[src/sv/pclb_pkg.sv]
`timescale 1ns / 1ps
// ----------------------------------------------------------------------------
// pclb_pkg
// Types and constants shared by the cell list builder modules.
// ----------------------------------------------------------------------------
package pclb_pkg;

  localparam int PID_W   = 12;
  localparam int POS_W   = 24;
  localparam int SCALE_W = 24;
  localparam int BINS_W  = 5;
  localparam int CELL_W  = 4;
  localparam int ENTRY_W = PID_W + 1;
  localparam int CFG_IDX_W = 3;
  localparam int CFG_DATA_W = 24;

  localparam logic [1:0] FUNC_CLEAR  = 2'd0;
  localparam logic [1:0] FUNC_INSERT = 2'd1;
  localparam logic [1:0] FUNC_HEAD   = 2'd2;
  localparam logic [1:0] FUNC_NEXT   = 2'd3;

  localparam logic [CFG_IDX_W-1:0] REG_BINS_X  = 3'd0;
  localparam logic [CFG_IDX_W-1:0] REG_BINS_Y  = 3'd1;
  localparam logic [CFG_IDX_W-1:0] REG_BINS_Z  = 3'd2;
  localparam logic [CFG_IDX_W-1:0] REG_SCALE_X = 3'd3;
  localparam logic [CFG_IDX_W-1:0] REG_SCALE_Y = 3'd4;
  localparam logic [CFG_IDX_W-1:0] REG_SCALE_Z = 3'd5;

  localparam logic [BINS_W-1:0]  BINS_RESET  = 5'd16;
  localparam logic [SCALE_W-1:0] SCALE_RESET = 24'd65536;

  typedef struct packed {
    logic [1:0]         func;
    logic [PID_W-1:0]   particle;
    logic [POS_W-1:0]   pos_x;
    logic [POS_W-1:0]   pos_y;
    logic [POS_W-1:0]   pos_z;
  } req_t;

  typedef struct packed {
    logic [PID_W-1:0]  echo_particle;
    logic [CELL_W-1:0] cell_x;
    logic [CELL_W-1:0] cell_y;
    logic [CELL_W-1:0] cell_z;
    logic [PID_W-1:0]  link;
    logic              link_valid;
    logic              clamped;
  } rsp_t;

  typedef struct packed {
    logic capture;
    logic mul;
    logic sat;
    logic addr;
    logic head_rd;
    logic head_res;
    logic head_wr;
    logic next_rd;
    logic next_res;
    logic sweep;
    logic load_out;
  } dp_cmd_t;

  typedef struct packed {
    logic [1:0] func;
    logic       p_ok;
    logic       ax_last;
    logic       sweep_last;
  } dp_stat_t;

  typedef enum logic [3:0] {
    ST_INIT,
    ST_IDLE,
    ST_DISPATCH,
    ST_MUL,
    ST_SAT,
    ST_ADDR,
    ST_HREAD,
    ST_HDATA,
    ST_NREAD,
    ST_NDATA,
    ST_CLEAR,
    ST_FINISH
  } ctrl_state_t;

endpackage

[src/sv/pclb_ctrl.sv]
`timescale 1ns / 1ps
// ----------------------------------------------------------------------------
// pclb_ctrl
// Sequencer for the cell list builder: steps each item through the datapath
// and owns the handshake flags of both item channels.
// ----------------------------------------------------------------------------
module pclb_ctrl (
  input  logic                clk,
  input  logic                rst,
  input  logic                req_valid,
  output logic                req_ready,
  output logic                rsp_valid,
  input  logic                rsp_ready,
  input  pclb_pkg::dp_stat_t  stat,
  output pclb_pkg::dp_cmd_t   cmd
);
  import pclb_pkg::*;

  ctrl_state_t state, state_next;
  logic        rsp_valid_next;

  always_ff @(posedge clk) begin
    if (rst) begin
      state     <= ST_INIT;
      rsp_valid <= 1'b0;
    end else begin
      state     <= state_next;
      rsp_valid <= rsp_valid_next;
    end
  end

  always_comb begin
    state_next = state;
    cmd        = '0;
    req_ready  = 1'b0;
    unique case (state)
      ST_INIT: begin
        cmd.sweep = 1'b1;
        if (stat.sweep_last) state_next = ST_IDLE;
      end
      ST_IDLE: begin
        req_ready = 1'b1;
        if (req_valid) begin
          cmd.capture = 1'b1;
          state_next  = ST_DISPATCH;
        end
      end
      ST_DISPATCH: begin
        unique case (stat.func)
          FUNC_CLEAR:  state_next = ST_CLEAR;
          FUNC_NEXT:   state_next = stat.p_ok ? ST_NREAD : ST_FINISH;
          FUNC_INSERT: state_next = ST_MUL;
          FUNC_HEAD:   state_next = ST_MUL;
        endcase
      end
      ST_MUL: begin
        cmd.mul    = 1'b1;
        state_next = ST_SAT;
      end
      ST_SAT: begin
        cmd.sat    = 1'b1;
        state_next = stat.ax_last ? ST_ADDR : ST_MUL;
      end
      ST_ADDR: begin
        cmd.addr = 1'b1;
        if (stat.func == FUNC_HEAD || stat.p_ok) state_next = ST_HREAD;
        else state_next = ST_FINISH;
      end
      ST_HREAD: begin
        cmd.head_rd = 1'b1;
        state_next  = ST_HDATA;
      end
      ST_HDATA: begin
        cmd.head_res = 1'b1;
        cmd.head_wr  = (stat.func == FUNC_INSERT);
        state_next   = ST_FINISH;
      end
      ST_NREAD: begin
        cmd.next_rd = 1'b1;
        state_next  = ST_NDATA;
      end
      ST_NDATA: begin
        cmd.next_res = 1'b1;
        state_next   = ST_FINISH;
      end
      ST_CLEAR: begin
        cmd.sweep = 1'b1;
        if (stat.sweep_last) state_next = ST_FINISH;
      end
      ST_FINISH: begin
        if (!rsp_valid || rsp_ready) begin
          cmd.load_out = 1'b1;
          state_next   = ST_IDLE;
        end
      end
      default: state_next = ST_INIT;
    endcase
  end

  always_comb begin
    if (cmd.load_out) rsp_valid_next = 1'b1;
    else if (rsp_ready) rsp_valid_next = 1'b0;
    else rsp_valid_next = rsp_valid;
  end

endmodule

[config.mk]
export PLATFORM = sky130hd
export DESIGN_NAME = pclb_ctrl
export DESIGN_NICKNAME = d
export VERILOG_FILES = /design/src/sv/pclb_pkg.sv /design/src/sv/pclb_ctrl.sv
export SDC_FILE = /design/constraint.sdc
export NUM_CORES = 1
export LEC_CHECK = 0
export ABC_AREA = 1
export BUFFER_PORTS_ARGS = -buffer_cell sky130_fd_sc_hd__buf_2
export CAP_MARGIN = 20
export CORE_AREA = 2 2 39 41
export DETAILED_ROUTE_END_ITERATION = 6
export DIE_AREA = 0 0 41 43
export PLACE_DENSITY = 0.71
export RECOVER_POWER = 50
export SYNTH_ARGS = -nofsm -noshare
export SYNTH_HDL_FRONTEND = slang
export SYNTH_SLANG_ARGS = --single-unit
[constraint.sdc]
create_clock -name clk -period 2.4 [get_ports clk]
set_input_delay 0.24 -clock clk [delete_from_list [all_inputs] [get_ports clk]]
set_output_delay 0.24 -clock clk [all_outputs]
set_load 0.03 [all_outputs]
-- After elaboration in Yosys (flattened, before gate mapping)
Index checks and enable logic that the tools add are counted.
- eq/ne operators: 18
- muxes and demuxes: 24
- reductions and logical operators: 10
- operators with widths (operator ; count):
    case mux 4 bit (11 select lines) ; 1
    two-way mux 4 bit ; 5
    == test 4 x 3 -> 1 bit, second input constant ; 4
    == test 4 bit, second input constant ; 4
    two-way mux 1 bit ; 14
    case mux 4 bit (3 select lines) ; 1
    == test 4 x 2 -> 1 bit, second input constant ; 2
    inequality test 2 bit, second input constant ; 4
    OR reduction 2 bit ; 3
    == test 2 bit, second input constant ; 2
    == test 4 x 1 -> 1 bit, second input constant ; 1
    logical NOT 4 bit ; 1
    two-way mux 2 bit ; 2
    AND reduction 4 bit ; 1
    two-way mux 3 bit ; 1
    == test 2 x 1 -> 1 bit, second input constant ; 1
    logical NOT 2 bit ; 1
    logical OR 1 bit ; 2
    nonzero test 2 bit ; 1
    logical NOT 1 bit ; 1
- bits in registers: 5
- bits of input ports: 9
- output and inout port bits: 13
- logic and storage cells: 54

-- Longest topological paths before layout
- depth after elaboration: 5
- depth in mapped cells: 9
- depth with buffers taken out: 9

-- Worst setup path before layout
No wires, ideal clock.
- kind: reg-to-output
- start: reg state[2]
- end: out cmd[10] (netlist name)
- arrival time: 1255 ps
- required time: 2160 ps
- path slack: 905 ps
- stages on the path, launching flop included: 4
- buffers on the path: 0
- path through: dfxtp_1 > nor2_1 > inv_2 > nor3_1
- RTL lines (item ; RTL line ; RTL):
    from (decl) ; pclb_ctrl.sv:19 ; ctrl_state_t state, state_next;
    from (signal assigned) ; pclb_ctrl.sv:27 ; state <= state_next;
    to (decl) ; pclb_ctrl.sv:15 ; output pclb_pkg::dp_cmd_t cmd

==> impl_metrics.toml <==
[sta]
slew_headroom = 0.695
tightest_slew_ns = 0.455
holdWs_ns = 0.225
finClkSkew_ns = 0.00611
max_clock_freq_ghz = 0.555
hold_viol = 0
tns_ns = 0
finalCritPeriodShare = 0.750
rsz0062_at_grt = "false"
setup_viol = 0
slew_viol_final = 0
period_minus_slack_ns = 1.80

[pwr]
clkPwrFrac = 0.186
pwr_density_cell_nw_per_um2 = 729
swShare = 0.498
p_comb_frac = 0.585
internal_power_mw = 0.254
switchingPower_mw = 0.252
irDropWorstVdd_v = 0.000360
total_power_mw = 0.506
seqPwrFrac = 0.229
p_leak_nw = 0.468

[detailed_routing]
routed_wl_mm = 1.26
route.detailed.drc = 0
vias_per_cell = 4.58
dr.pass1.iters = 4
drtIter0Drc = 10
vias = 659
avgRoutedWirePerCell_um = 8.76
ant_nets = 0

[die]
core_area_um2 = 1380
design.die.area_um2 = 1760
io_pins = 22
rows = 14
initial_utilization = 0.412
dieHeight_um = 43
die_w_um = 41

[setup_path]
crit_path_end_kind = "primary output"
path_class = "reg -> out"
start_kind = "flop"
arrival_ns = 1.56
cp_max_fo = 4
critPathRequiredTime_ns = 2.16

[global_routing]
antenna_found_initial = 0
grt_max_degree = 7
grt.met1_usage = 0.197
track_usage = 0.160
grt-ovfl-total = 0
grt_util_met2 = 0.269
busiest_layer = "met2"
grt_first_pass_wirelength_mm = 1.99
grt_pass1_vias = 527
met3_usage = 0.0628

[synth]
yosysWarnings = 0
async_reset_ff_frac = 0
syn_nets = 117
synth.distinct_cells = 16
synth.area.top_cells = "nand2_1 (18%), dfxtp_1 (18%), inv_1 (15%)"
synth_top_area_frac = 0.178
yosys.area.top_type = "nand2_1"
ys_seq_area_frac = 0.175
synth-seq-cells = 5
synthFlopType = "dfxtp_1"
synth_edf_count = 0
synth.avg_cell_area_um2 = 5.49
syn_area_um2 = 571
yosysMostFrequentCell = "nand2_1"
syn_inst = 104
synthTopCellsByCount = "nand2_1 (27), inv_1 (23), nor2_1 (17)"

[placed_design]
dpl.hpwl_mm = 1.11
gp_congestion = 0.944
portBuffers = 21

[clocking]
numCtsBuffers = 3
ctsLongestPathBuffers = 2
cts_max_level = 1
cts_setup_buffers = 0
cts_hold_buf = 0
root_buffer = "clkbuf_4"
cts_tree = "yes"
cts.sinks = 5
insertion_delay_ns = 0.24
cts_resized = 0
clkTransAtPathRegs_ns = 0.04

[outcome]
outcome = "complete, no violations"

[finish]
drive_above_1_share = 0.227
syn_to_final_growth_pct = 21.7
final_util = 0.502
nets = 142
diodes = 0

[flow_run]
drv_cap = 0

[worst_hold_path]
worstHoldPathType = "in -> reg"
layout make-up:
type | instances | area, um^2
Fill cell | 153 | 689
Multi-Input combinational cell | 72 | 350
Sequential cell | 5 | 100
Timing Repair Buffer | 21 | 100
Inverter | 26 | 97.6
Clock buffer | 4 | 26.3
Tap cell | 16 | 20.0
power groups by stage:
stage	sequential, mW	combinational [mW]	clock [mW]
6_report	0.116	0.296	0.0940
5_1_grt	0.118	0.331	0.103
4_1_cts	0.116	0.297	0.0976
3_5_place_dp	0.118	0.296	0
3_3_place_gp	0.117	0.297	0
2_1_floorplan	0.115	0.229	0
cells in the final DEF (no fill, tap or decap):
cell type | Yosys | final
a21oi_1 | 5 | 5
a31o_1 | 1 | 1
buf_2 | 0 | 17
clkbuf_1 | 0 | 5
clkbuf_4 | 0 | 3
dfxtp_1 | 5 | 5
ha_1 | 4 | 4
inv_1 | 23 | 24
inv_2 | 3 | 2
nand2_1 | 27 | 27
nand2_2 | 2 | 2
nand2_4 | 1 | 1
nand3_1 | 6 | 6
nor2_1 | 17 | 19
nor2_2 | 4 | 4
nor3_1 | 1 | 1
o21ai_0 | 2 | 2
registers in the layout, summed over array words and instances, names as in the netlist:
signal     cells
rsp_valid      1
state          4
metrics by stage:
stage	cell area (um^2)	worst slack, ns	std cells
after floorplan	571	0.905	104
after global placement	688	1.08	140
after detailed placement	688	1.06	140
after CTS	714	0.854	144
after global routing	694	0.478	144
final	694	0.600	144
worst max-delay path, cell delays in order (launching register included):
cell	delay (ns)
dfxtp_1	0.35
inv_1	0.09
nor2_1	0.37
nand2_1	0.14
inv_1	0.08
clkbuf_1	0.30
routing by layer:
metal / routed length [um] / part of all wire / up-vias
li1: - / - / 354
met1: 592 / 0.47 / 282
met2: 583 / 0.46 / 21
met3: 80 / 0.063 / 2
met4: 5 / 0.0040 / 0
met5: 0 / 0 / -
cell families (layout without fill, tap and decap cells):
| logic type | count (synthesis) | count (layout) | share of synthesized area |
|---|---|---|---|
| buffers and inverters | 27 | 51 | 0.184 |
| AO/OA/AOI/OAI | 8 | 8 | 0.0768 |
| flip-flops | 5 | 5 | 0.175 |
| AND/OR/NAND/NOR | 60 | 60 | 0.476 |
| adder cells (fa/ha/maj) | 4 | 4 | 0.0877 |
worst paths after layout:
path	startpoint	to	slack (ns)	depth (start not counted)
worst max-delay path	state[3]	cmd[3]	0.60	5
worst min-delay path	rst	rsp_valid	0.23	2
worst max register to register	state[3]	state[3]	0.82	8
worst min register to register	state[0]	state[0]	0.54	2
No activity file was read; power rests on OpenSTA's default activity.
